`config.mk`:
```
export PLATFORM = sky130hd
export DESIGN_NAME = i2c_master_transaction_queue_flat
export DESIGN_NICKNAME = d
export VERILOG_FILES = /design/src/hw/rtl/i2cq_pkg.sv /design/src/hw/rtl/i2cq_if.sv /design/src/hw/rtl/i2cq_front.sv /design/src/hw/rtl/i2cq_engine.sv /design/src/hw/rtl/i2c_master_transaction_queue.sv /design/src/flat_wrapper.sv
export SDC_FILE = /design/constraint.sdc
export NUM_CORES = 2
export LEC_CHECK = 0
export BUFFER_PORTS_ARGS = -buffer_cell sky130_fd_sc_hd__buf_2
export CAP_MARGIN = 10
export CORE_MARGIN = 5
export CORE_UTILIZATION = 63
export CTS_CLUSTER_SIZE = 20
export DETAILED_ROUTE_END_ITERATION = 16
export GPL_TIMING_DRIVEN = 0
export PLACE_DENSITY = 0.79
export SKIP_CTS_REPAIR_TIMING = 1
export SYNTH_ARGS = -nofsm -noshare
export SYNTH_HDL_FRONTEND = slang
export SYNTH_SLANG_ARGS = --single-unit
```
`constraint.sdc`:
```
create_clock -name clk -period 4.85 [get_ports clk]
set_clock_uncertainty 0.15 [all_clocks]
set_input_delay 0.2425 -clock clk [delete_from_list [all_inputs] [get_ports clk]]
set_output_delay 0.2425 -clock clk [all_outputs]
set_load 0.02 [all_outputs]
```
`src/hw/rtl/i2cq_pkg.sv`:
```
`timescale 1ns / 1ps
// Shared types and constants for the queued I2C master sequencer.
// No dependencies.
package i2cq_pkg;

  // Operation codes as they arrive on the input channel.
  localparam logic [2:0] OPC_LOAD  = 3'd0;
  localparam logic [2:0] OPC_READ  = 3'd1;
  localparam logic [2:0] OPC_WRITE = 3'd2;
  localparam logic [2:0] OPC_REGRD = 3'd3;
  localparam logic [2:0] OPC_EVENT = 3'd4;

  // Length of the register-pointer write that opens a register read.
  localparam logic [7:0] REG_PTR_LEN = 8'd2;

  typedef enum logic [2:0] {
    OP_LOAD, OP_READ, OP_WRITE, OP_REGRD, OP_EVENT, OP_NONE
  } op_t;

  typedef enum logic [1:0] {
    PH_WRITE = 2'd0,
    PH_REQ   = 2'd1,
    PH_READ  = 2'd2
  } phase_t;

  typedef enum logic [3:0] {
    ST_IDLE, ST_EXEC, ST_DESC2, ST_KICK, ST_ADV, ST_DRD,
    ST_MOD, ST_MEM, ST_RD, ST_DONE
  } state_t;

  // What to do once a byte store access completes.
  typedef enum logic [2:0] {
    AF_DONE, AF_ADV, AF_RVAL, AF_TX, AF_BEGIN
  } after_t;

  typedef struct packed {
    op_t        op;
    logic [7:0] address;
    logic [7:0] length;
    logic [7:0] byte_value;
    logic       nack;
  } item_t;

  typedef struct packed {
    logic       accepted;
    logic [7:0] read_value;
    logic       send_start;
    logic       send_stop;
    logic       receive_mode;
    logic       nak_next;
    logic       tx_valid;
    logic [7:0] tx_byte;
    logic       stored;
    logic       engine_idle;
  } result_t;

endpackage

```
`src/hw/rtl/i2cq_if.sv`:
```
`timescale 1ns / 1ps
// Valid/ready channel interfaces for requests and results.
// No dependencies.
interface i2cq_in_if;
  logic       valid;
  logic       ready;
  logic [2:0] operation;
  logic [7:0] address;
  logic [7:0] length;
  logic [7:0] byte_value;
  logic       nack;

  modport source (output valid, operation, address, length, byte_value, nack,
                  input ready);
  modport sink   (input valid, operation, address, length, byte_value, nack,
                  output ready);
endinterface

interface i2cq_out_if;
  logic       valid;
  logic       ready;
  logic       accepted;
  logic [7:0] read_value;
  logic       send_start;
  logic       send_stop;
  logic       receive_mode;
  logic       nak_next;
  logic       tx_valid;
  logic [7:0] tx_byte;
  logic       stored;
  logic       engine_idle;

  modport source (output valid, accepted, read_value, send_start, send_stop,
                  receive_mode, nak_next, tx_valid, tx_byte, stored, engine_idle,
                  input ready);
  modport sink   (input valid, accepted, read_value, send_start, send_stop,
                  receive_mode, nak_next, tx_valid, tx_byte, stored, engine_idle,
                  output ready);
endinterface

```
`src/hw/rtl/i2cq_front.sv`:
```
`timescale 1ns / 1ps
// Front end: takes request transfers, decodes the operation code and holds
// them in a two-entry queue for the engine. Uses i2cq_pkg and i2cq_in_if.
module i2cq_front import i2cq_pkg::*; (
  input  logic          clk,
  input  logic          rst_n,
  i2cq_in_if.sink       in_ch,
  output logic          item_valid,
  output item_t         item,
  input  logic          item_pop
);

  localparam int FifoDepth = 2;

  item_t      fifo_r [FifoDepth];
  logic       wptr_r, wptr_nxt;
  logic       rptr_r, rptr_nxt;
  logic [1:0] cnt_r, cnt_nxt;
  logic       push;
  item_t      decoded;

  function automatic op_t decode(input logic [2:0] code);
    op_t op;
    case (code)
      OPC_LOAD:  op = OP_LOAD;
      OPC_READ:  op = OP_READ;
      OPC_WRITE: op = OP_WRITE;
      OPC_REGRD: op = OP_REGRD;
      OPC_EVENT: op = OP_EVENT;
      default:   op = OP_NONE;
    endcase
    return op;
  endfunction

  assign in_ch.ready = (cnt_r != 2'(FifoDepth));
  assign push        = in_ch.valid && in_ch.ready;
  assign item_valid  = (cnt_r != 2'd0);
  assign item        = fifo_r[rptr_r];

  always_comb begin
    decoded.op         = decode(in_ch.operation);
    decoded.address    = in_ch.address;
    decoded.length     = in_ch.length;
    decoded.byte_value = in_ch.byte_value;
    decoded.nack       = in_ch.nack;
    wptr_nxt = push ? ~wptr_r : wptr_r;
    rptr_nxt = item_pop ? ~rptr_r : rptr_r;
    cnt_nxt  = cnt_r + 2'(push) - 2'(item_pop);
  end

  always_ff @(posedge clk) begin
    if (!rst_n) begin
      wptr_r <= 1'b0;
      rptr_r <= 1'b0;
      cnt_r  <= 2'd0;
    end else begin
      wptr_r <= wptr_nxt;
      rptr_r <= rptr_nxt;
      cnt_r  <= cnt_nxt;
    end
  end

  always_ff @(posedge clk) begin
    if (push) begin
      fifo_r[wptr_r] <= decoded;
    end
  end

endmodule

```
`src/hw/rtl/i2cq_engine.sv`:
```
`timescale 1ns / 1ps
// Back end: descriptor queue, byte store and the bus sequencer that turns
// each request into one result transfer. Uses i2cq_pkg and i2cq_out_if.
module i2cq_engine import i2cq_pkg::*; #(
  parameter int QUEUE_DEPTH = 8,
  parameter int STORE_BYTES = 256
) (
  input  logic          clk,
  input  logic          rst_n,
  input  logic          item_valid,
  input  item_t         item,
  output logic          item_pop,
  i2cq_out_if.source    out_ch
);

  localparam int QW = $clog2(QUEUE_DEPTH);
  localparam int SW = $clog2(STORE_BYTES);
  localparam int IW = (SW + 1 > 9) ? SW + 1 : 9;
  localparam logic [IW-1:0] SB = IW'(STORE_BYTES);
  localparam logic [QW:0]   QD = (QW+1)'(QUEUE_DEPTH);

  logic [7:0]  store_mem [STORE_BYTES];
  logic [15:0] desc_mem  [QUEUE_DEPTH];
  logic [7:0]  st_q;
  logic [15:0] dq_q;

  state_t      state_r, state_nxt;
  after_t      after_r, after_nxt;
  item_t       item_r, item_nxt;
  result_t     res_r, res_nxt;
  result_t     out_r, out_nxt;
  logic        out_valid_r, out_valid_nxt;
  logic [QW-1:0] head_r, head_nxt, tail_r, tail_nxt;
  phase_t      phase_r, phase_nxt;
  logic [7:0]  cnt_r, cnt_nxt;
  logic        idle_r, idle_nxt;
  logic [7:0]  base_r, base_nxt, len_r, len_nxt;
  logic [IW-1:0] idx_r, idx_nxt;
  logic [7:0]  wdata_r, wdata_nxt;
  logic        we_r, we_nxt;

  logic          st_we, st_re, dq_we, dq_re;
  logic [15:0]   dq_wdata;
  logic [QW-1:0] dq_waddr, dq_raddr;
  logic [QW-1:0] t1, t2, h1;
  logic [7:0]    cnt_inc;

  function automatic logic [QW-1:0] qnext(input logic [QW-1:0] p, input logic [1:0] n);
    logic [QW:0] s;
    s = (QW+1)'(p) + (QW+1)'(n);
    if (s >= QD) s = s - QD;
    return s[QW-1:0];
  endfunction

  assign t1 = qnext(tail_r, 2'd1);
  assign t2 = qnext(tail_r, 2'd2);
  assign h1 = qnext(head_r, 2'd1);
  assign cnt_inc = cnt_r + 8'd1;

  assign out_ch.valid        = out_valid_r;
  assign out_ch.accepted     = out_r.accepted;
  assign out_ch.read_value   = out_r.read_value;
  assign out_ch.send_start   = out_r.send_start;
  assign out_ch.send_stop    = out_r.send_stop;
  assign out_ch.receive_mode = out_r.receive_mode;
  assign out_ch.nak_next     = out_r.nak_next;
  assign out_ch.tx_valid     = out_r.tx_valid;
  assign out_ch.tx_byte      = out_r.tx_byte;
  assign out_ch.stored       = out_r.stored;
  assign out_ch.engine_idle  = out_r.engine_idle;

  always_comb begin
    state_nxt     = state_r;
    after_nxt     = after_r;
    item_nxt      = item_r;
    res_nxt       = res_r;
    out_nxt       = out_r;
    out_valid_nxt = out_valid_r && !out_ch.ready;
    head_nxt      = head_r;
    tail_nxt      = tail_r;
    phase_nxt     = phase_r;
    cnt_nxt       = cnt_r;
    idle_nxt      = idle_r;
    base_nxt      = base_r;
    len_nxt       = len_r;
    idx_nxt       = idx_r;
    wdata_nxt     = wdata_r;
    we_nxt        = we_r;
    item_pop      = 1'b0;
    st_we         = 1'b0;
    st_re         = 1'b0;
    dq_we         = 1'b0;
    dq_re         = 1'b0;
    dq_waddr      = tail_r;
    dq_wdata      = {item_r.length, item_r.address};
    dq_raddr      = h1;

    case (state_r)
      ST_IDLE: begin
        if (item_valid) begin
          item_pop  = 1'b1;
          item_nxt  = item;
          res_nxt   = '0;
          state_nxt = ST_EXEC;
        end
      end

      ST_EXEC: begin
        state_nxt = ST_DONE;
        case (item_r.op)
          OP_LOAD: begin
            idx_nxt   = IW'(item_r.address);
            wdata_nxt = item_r.byte_value;
            we_nxt    = 1'b1;
            after_nxt = AF_DONE;
            state_nxt = ST_MOD;
          end
          OP_READ: begin
            idx_nxt   = IW'(item_r.address);
            we_nxt    = 1'b0;
            after_nxt = AF_RVAL;
            state_nxt = ST_MOD;
          end
          OP_WRITE: begin
            if (t1 != head_r) begin
              dq_we    = 1'b1;
              tail_nxt = t1;
              res_nxt.accepted = 1'b1;
              state_nxt = ST_KICK;
            end
          end
          OP_REGRD: begin
            // two descriptors, so two free slots beyond the reserved one
            if (t2 != head_r && t2 != h1) begin
              dq_we    = 1'b1;
              dq_wdata = {REG_PTR_LEN, item_r.address};
              tail_nxt = t1;
              res_nxt.accepted = 1'b1;
              state_nxt = ST_DESC2;
            end
          end
          OP_EVENT: begin
            if (!idle_r) begin
              case (phase_r)
                PH_WRITE: begin
                  if (item_r.nack) begin
                    res_nxt.send_stop = 1'b1;
                    state_nxt = ST_ADV;
                  end else begin
                    cnt_nxt = cnt_inc;
                    if (cnt_inc >= len_r) begin
                      res_nxt.send_stop = 1'b1;
                      state_nxt = ST_ADV;
                    end else begin
                      idx_nxt   = IW'(base_r) + IW'(cnt_inc);
                      we_nxt    = 1'b0;
                      after_nxt = AF_TX;
                      state_nxt = ST_MOD;
                    end
                  end
                end
                PH_REQ: begin
                  if (item_r.nack) begin
                    res_nxt.send_stop = 1'b1;
                    state_nxt = ST_ADV;
                  end else begin
                    res_nxt.receive_mode = 1'b1;
                    res_nxt.nak_next = (len_r == REG_PTR_LEN);
                    phase_nxt = PH_READ;
                    cnt_nxt   = cnt_inc;
                  end
                end
                PH_READ: begin
                  res_nxt.nak_next = ({1'b0, cnt_r} + 9'd2 == {1'b0, len_r});
                  res_nxt.stored   = 1'b1;
                  idx_nxt   = IW'(base_r) + IW'(cnt_r);
                  wdata_nxt = item_r.byte_value;
                  we_nxt    = 1'b1;
                  state_nxt = ST_MOD;
                  if ({1'b0, cnt_r} + 9'd1 >= {1'b0, len_r}) begin
                    res_nxt.send_stop = 1'b1;
                    after_nxt = AF_ADV;
                  end else begin
                    cnt_nxt   = cnt_inc;
                    after_nxt = AF_DONE;
                  end
                end
                default: state_nxt = ST_DONE;
              endcase
            end
          end
          default: state_nxt = ST_DONE;
        endcase
      end

      ST_DESC2: begin
        dq_we     = 1'b1;
        dq_wdata  = {item_r.length - REG_PTR_LEN, item_r.address + 8'd2};
        tail_nxt  = t1;
        state_nxt = ST_KICK;
      end

      ST_KICK: begin
        // an idle engine has head == old tail, so the new descriptor is current
        if (idle_r) begin
          idle_nxt  = 1'b0;
          base_nxt  = item_r.address;
          len_nxt   = (item_r.op == OP_WRITE) ? item_r.length : REG_PTR_LEN;
          idx_nxt   = IW'(item_r.address);
          we_nxt    = 1'b0;
          after_nxt = AF_BEGIN;
          state_nxt = ST_MOD;
        end else begin
          state_nxt = ST_DONE;
        end
      end

      ST_ADV: begin
        head_nxt = h1;
        if (h1 != tail_r) begin
          dq_re     = 1'b1;
          state_nxt = ST_DRD;
        end else begin
          idle_nxt  = 1'b1;
          state_nxt = ST_DONE;
        end
      end

      ST_DRD: begin
        base_nxt  = dq_q[7:0];
        len_nxt   = dq_q[15:8];
        idx_nxt   = IW'(dq_q[7:0]);
        we_nxt    = 1'b0;
        after_nxt = AF_BEGIN;
        state_nxt = ST_MOD;
      end

      ST_MOD: begin
        // store index wraps modulo the store size, one subtraction per cycle
        if (idx_r >= SB) begin
          idx_nxt = idx_r - SB;
        end else begin
          state_nxt = ST_MEM;
        end
      end

      ST_MEM: begin
        if (we_r) begin
          st_we     = 1'b1;
          state_nxt = (after_r == AF_ADV) ? ST_ADV : ST_DONE;
        end else begin
          st_re     = 1'b1;
          state_nxt = ST_RD;
        end
      end

      ST_RD: begin
        state_nxt = ST_DONE;
        case (after_r)
          AF_RVAL: res_nxt.read_value = st_q;
          AF_TX: begin
            res_nxt.tx_valid = 1'b1;
            res_nxt.tx_byte  = st_q;
          end
          AF_BEGIN: begin
            res_nxt.send_start = 1'b1;
            res_nxt.tx_valid   = 1'b1;
            res_nxt.tx_byte    = st_q;
            phase_nxt = st_q[0] ? PH_REQ : PH_WRITE;
            cnt_nxt   = 8'd0;
          end
          default: state_nxt = ST_DONE;
        endcase
      end

      ST_DONE: begin
        if (!out_valid_r || out_ch.ready) begin
          out_nxt             = res_r;
          out_nxt.engine_idle = idle_r;
          out_valid_nxt       = 1'b1;
          state_nxt           = ST_IDLE;
        end
      end

      default: state_nxt = ST_IDLE;
    endcase
  end

  always_ff @(posedge clk) begin
    if (!rst_n) begin
      state_r     <= ST_IDLE;
      out_valid_r <= 1'b0;
      head_r      <= '0;
      tail_r      <= '0;
      phase_r     <= PH_WRITE;
      cnt_r       <= 8'd0;
      idle_r      <= 1'b1;
    end else begin
      state_r     <= state_nxt;
      out_valid_r <= out_valid_nxt;
      head_r      <= head_nxt;
      tail_r      <= tail_nxt;
      phase_r     <= phase_nxt;
      cnt_r       <= cnt_nxt;
      idle_r      <= idle_nxt;
    end
  end

  always_ff @(posedge clk) begin
    after_r <= after_nxt;
    item_r  <= item_nxt;
    res_r   <= res_nxt;
    out_r   <= out_nxt;
    base_r  <= base_nxt;
    len_r   <= len_nxt;
    idx_r   <= idx_nxt;
    wdata_r <= wdata_nxt;
    we_r    <= we_nxt;
  end

  always_ff @(posedge clk) begin
    if (st_we) begin
      store_mem[idx_r[SW-1:0]] <= wdata_r;
    end
    if (st_re) begin
      st_q <= store_mem[idx_r[SW-1:0]];
    end
  end

  always_ff @(posedge clk) begin
    if (dq_we) begin
      desc_mem[dq_waddr] <= dq_wdata;
    end
    if (dq_re) begin
      dq_q <= desc_mem[dq_raddr];
    end
  end

endmodule

```
`src/hw/rtl/i2c_master_transaction_queue.sv`:
```
`timescale 1ns / 1ps
// Queued I2C master sequencer, top level. Instantiates i2cq_front and
// i2cq_engine; uses i2cq_pkg and the channel interfaces in i2cq_if.
//
// Requests are taken one per cycle, while there is room, into a two-entry
// queue; the engine then works on one request at a time and returns exactly
// one result per request. The longest engine pass comes when a received byte
// ends a read and the next descriptor starts: the single-port byte store and
// the descriptor memory each have a registered read, and the store index is
// wrapped modulo STORE_BYTES by one subtraction per cycle (none needed when
// STORE_BYTES >= 512). A stalled result sink holds the engine until its
// pending result is taken.
// A full descriptor queue refuses an enqueue with accepted low.
module i2c_master_transaction_queue import i2cq_pkg::*; #(
  parameter int QUEUE_DEPTH = 8,
  parameter int STORE_BYTES = 256
) (
  input  logic        clk,
  input  logic        rst_n,
  i2cq_in_if.sink     in_ch,
  i2cq_out_if.source  out_ch
);

  logic  item_valid;
  logic  item_pop;
  item_t item;

  i2cq_front u_front (
    .clk        (clk),
    .rst_n      (rst_n),
    .in_ch      (in_ch),
    .item_valid (item_valid),
    .item       (item),
    .item_pop   (item_pop)
  );

  i2cq_engine #(
    .QUEUE_DEPTH (QUEUE_DEPTH),
    .STORE_BYTES (STORE_BYTES)
  ) u_engine (
    .clk        (clk),
    .rst_n      (rst_n),
    .item_valid (item_valid),
    .item       (item),
    .item_pop   (item_pop),
    .out_ch     (out_ch)
  );

endmodule
```
`src/flat_wrapper.sv`:
```
// flat-port wrapper written by rule: the top's interface ports become plain ports
module i2c_master_transaction_queue_flat import i2cq_pkg::*;
#(
  parameter int QUEUE_DEPTH = 8,
  parameter int STORE_BYTES = 256
)
  (clk, rst_n, in_ch_valid, in_ch_operation, in_ch_address, in_ch_length, in_ch_byte_value, in_ch_nack, in_ch_ready, out_ch_valid, out_ch_accepted, out_ch_read_value, out_ch_send_start, out_ch_send_stop, out_ch_receive_mode, out_ch_nak_next, out_ch_tx_valid, out_ch_tx_byte, out_ch_stored, out_ch_engine_idle, out_ch_ready);
  i2cq_in_if in_ch_i ();
  i2cq_out_if out_ch_i ();
  input  logic clk;
  input  logic rst_n;
  input wire logic [$bits(in_ch_i.valid)-1:0] in_ch_valid;
  input wire logic [$bits(in_ch_i.operation)-1:0] in_ch_operation;
  input wire logic [$bits(in_ch_i.address)-1:0] in_ch_address;
  input wire logic [$bits(in_ch_i.length)-1:0] in_ch_length;
  input wire logic [$bits(in_ch_i.byte_value)-1:0] in_ch_byte_value;
  input wire logic [$bits(in_ch_i.nack)-1:0] in_ch_nack;
  output wire logic [$bits(in_ch_i.ready)-1:0] in_ch_ready;
  output wire logic [$bits(out_ch_i.valid)-1:0] out_ch_valid;
  output wire logic [$bits(out_ch_i.accepted)-1:0] out_ch_accepted;
  output wire logic [$bits(out_ch_i.read_value)-1:0] out_ch_read_value;
  output wire logic [$bits(out_ch_i.send_start)-1:0] out_ch_send_start;
  output wire logic [$bits(out_ch_i.send_stop)-1:0] out_ch_send_stop;
  output wire logic [$bits(out_ch_i.receive_mode)-1:0] out_ch_receive_mode;
  output wire logic [$bits(out_ch_i.nak_next)-1:0] out_ch_nak_next;
  output wire logic [$bits(out_ch_i.tx_valid)-1:0] out_ch_tx_valid;
  output wire logic [$bits(out_ch_i.tx_byte)-1:0] out_ch_tx_byte;
  output wire logic [$bits(out_ch_i.stored)-1:0] out_ch_stored;
  output wire logic [$bits(out_ch_i.engine_idle)-1:0] out_ch_engine_idle;
  input wire logic [$bits(out_ch_i.ready)-1:0] out_ch_ready;
  assign in_ch_i.valid = in_ch_valid;
  assign in_ch_i.operation = in_ch_operation;
  assign in_ch_i.address = in_ch_address;
  assign in_ch_i.length = in_ch_length;
  assign in_ch_i.byte_value = in_ch_byte_value;
  assign in_ch_i.nack = in_ch_nack;
  assign in_ch_ready = in_ch_i.ready;
  assign out_ch_valid = out_ch_i.valid;
  assign out_ch_accepted = out_ch_i.accepted;
  assign out_ch_read_value = out_ch_i.read_value;
  assign out_ch_send_start = out_ch_i.send_start;
  assign out_ch_send_stop = out_ch_i.send_stop;
  assign out_ch_receive_mode = out_ch_i.receive_mode;
  assign out_ch_nak_next = out_ch_i.nak_next;
  assign out_ch_tx_valid = out_ch_i.tx_valid;
  assign out_ch_tx_byte = out_ch_i.tx_byte;
  assign out_ch_stored = out_ch_i.stored;
  assign out_ch_engine_idle = out_ch_i.engine_idle;
  assign out_ch_i.ready = out_ch_ready;
  i2c_master_transaction_queue #(.QUEUE_DEPTH(QUEUE_DEPTH), .STORE_BYTES(STORE_BYTES)) u_core (.clk(clk), .rst_n(rst_n), .in_ch(in_ch_i), .out_ch(out_ch_i));
endmodule
```
==> run metrics <==
status=finished with violations; failing checks=max-capacitance violations, max-slew violations, negative setup slack; Final Critical Period=between 5000 and 6000 ps; layout cells sized above 1=between 30 and 40%; largest net degree at the start of global routing=37; count of buffers from port buffering=57; synthesized instance count=roughly 4,400; # nets final=4,877; commonest non-fill, non-tap cells in the layout=edfxtp_1 (2,368), mux4_2 (620), clkbuf_16 (226), nor2_1 (171), clkbuf_1 (121); Max Clock Freq=~0.18 GHz; warnings from Yosys=0; Final Hold Fails=0; CP max FO=10; initial antenna violation count=46; DR WL/cell=about 50 um; initial DRC count=around 12,000; setup tns final=-209,430 ps; cell accounting for the most synthesized area=edfxtp_1; # setup viols final=1,441; CTS sink count=around 2,400; crit end category=flop; first-pass GRT wire length=~450,000 um; final worst setup slack=-619 ps; worst hold path class=in -> reg; drt total wl=approximately 350,000 um; Least-Margin Pin Slew=between 1500 and 2000 ps; DP HPWL=approximately 200,000 um; initial core utilization=between 60 and 70%; ys async rst share=0%; worst hold slack=10.7 ps; crit-path leading delay family=buffers and inverters; EDFF count, synth=2,368; clk_lat worst skew=a little over 900 ps; DP Area=roughly 100,000 um2; ys flop type=edfxtp_1; CP peak stage delay=roughly 620 ps; syn nets=between 4,000 and 5,000; Synth cell types=68; sequential fraction of the synthesis area=76.5%; CTS tree=done; H-tree depth reported by CTS=4; Total Routing Usage GR=between 40% and 50%; post-route cell area=~110,000 um2; Leak=roughly 34 nW; Num CTS Buffers=224; ranking of synthesized cells by area=edfxtp_1 (76%), mux4_2 (15%), nor2_1 (1.3%); first-pass detailed-route iteration total=10; Slew headroom=-15.5%; CP cell instances=clkbuf_4 > clkbuf_4 > clkbuf_4 > clkbuf_4 > mux4_2 > a22oi_1 > nand2_1 > a22oi_1 > o221ai_1 > a22oi_1 > nand2_1; Slowest-stage cell, CP=clkbuf_4; die span in x=between 300 and 400 um; Crit Path Category=reg -> reg; Vias=~56,000; cell area after synthesis=around 94,000 um2; GPL Wtd Cong=between 1 and 1.5; Power Density=approximately 520 nW/um2; cell row count=between 100 and 150; Worst EP arrival=approximately 5900 ps; Ports=58; syn avg cell area=around 21 um2; CP Data Required Time=roughly 5300 ps; Tcrit/Tclk final=113%; GR Overflow Total=0; core area=148,000 um2; area grow syn2layout=15.5%; Worst IR Drop VDD=~530 uV; ANT nets after route=0; max_cap viols=1; critical path buffer and inverter count=4; Core Util, Final=between 70 and 80%; via/cell ratio=8.07; CTS Root Cell=clkbuf_16; Worst-path clk slew=roughly 70 ps; top cell type's share of synthesized area=~76%; RSZ-0062 raised after global routing=yes; most common cell after layout, fill and taps aside=edfxtp_1; Die ar.=roughly 160,000 um2; Max clock buf depth=3; vias in the first global route=roughly 52,000; flip-flop and latch count after synthesis=approximately 2,400; Die Y=396 um; most used cell, CP=clkbuf_4; fin. max-slew vios=11; drt drc=0; type of origin of the critical path=flop
## report_power, final
group,internal (mW),switching (mW)
Clock,9.81,8.30
Sequential,23.7,0.429
Combinational,4.42,9.98
## registers in the layout, summed over array words and instances, names as in the netlist, 3 cells and up
name	flops
u_core.u_engine.dq_q	16
u_core.u_engine.wdata_r	8
u_core.u_engine.len_r	8
u_core.u_engine.res_r	23
u_core.u_engine.store_mem	2048
u_core.u_engine.head_r	3
u_core.u_engine.out_ch.read_value	8
u_core.u_engine.item_r	28
u_core.u_engine.dq_waddr	3
u_core.u_engine.cnt_r	8
u_core.u_engine.state_r	4
u_core.u_engine.st_q	8
u_core.u_engine.after_r	3
u_core.u_engine.desc_mem	128
u_core.u_engine.base_r	8
u_core.u_engine.idx_r	9
u_core.u_front.fifo_r	56
u_core.u_engine.out_ch.tx_byte	8
## final timing paths
kind | startpoint | to | slack (ps) | cells past startpoint
setup / recovery | u_core.u_engine.idx_r[1] | u_core.u_engine.st_q[0] | -620 | 11
hold / removal | in_ch_byte_value[0] | u_core.u_front.fifo_r[0][1] | 10 | 2
setup reg to reg | u_core.u_engine.idx_r[1] | u_core.u_engine.st_q[0] | -620 | 11
hold reg to reg | u_core.u_engine.item_r[6] | u_core.u_engine.wdata_r[5] | 200 | 0
## routing by layer
metal	global-route usage, %	up-vias	wire (um)
met5	0.739	-	624
met1	52.8	27657	99500
met4	30.9	44	34800
met2	58.0	7461	143000
li1	-	19168	-
met3	25.2	2065	69300
## per-stage QoR
step / instances / worst slack [ps] / power [mW]
finish: 6985 / -619 / 56.6
global route: 6947 / -292 / 56.9
CTS: 6891 / -2400 / 54.8
detailed placement: 6465 / -2030 / 37.1
global placement: 6369 / -2780 / 36.8
floorplan: 4382 / 654 / 30.7
## cell families after synthesis
kind of cell	after synthesis	share of synthesized area, %
flops	2394	76.5
simple gates	669	3.25
mux	735	16.2
xor+xnor	52	0.516
compound gates	228	1.67
buf+inv	274	1.46
fa+ha+maj	30	0.409
## Yosys cell counts, types with 24 or more instances
library cell	number
nor2b_1	37
edfxtp_1	2368
ha_1	29
buf_4	24
nand2_1	95
mux2_2	51
clkbuf_1	130
buf_1	26
a22oi_1	29
mux4_2	620
nand3_1	60
nor2_1	331
a21oi_1	42
o21ai_0	29
inv_1	28
buf_2	43
xnor2_1	30
nor3_1	26
mux2i_1	64
dfxtp_1	26
## area by class of cell
| class | instances | area (um2) |
|---|---|---|
| timing repair buffer | 215 | 3290 |
| clock buffer | 275 | 5870 |
| multi-input combinational | 1714 | 21600 |
| sequential | 2394 | 71600 |
| buffer | 237 | 1490 |
| clock inverter | 151 | 1570 |
| fill | 7793 | 39700 |
| antenna | 40 | 100 |
| tap | 1930 | 2410 |
| inverter | 29 | 109 |
Power figures use the tool's default switching activity.
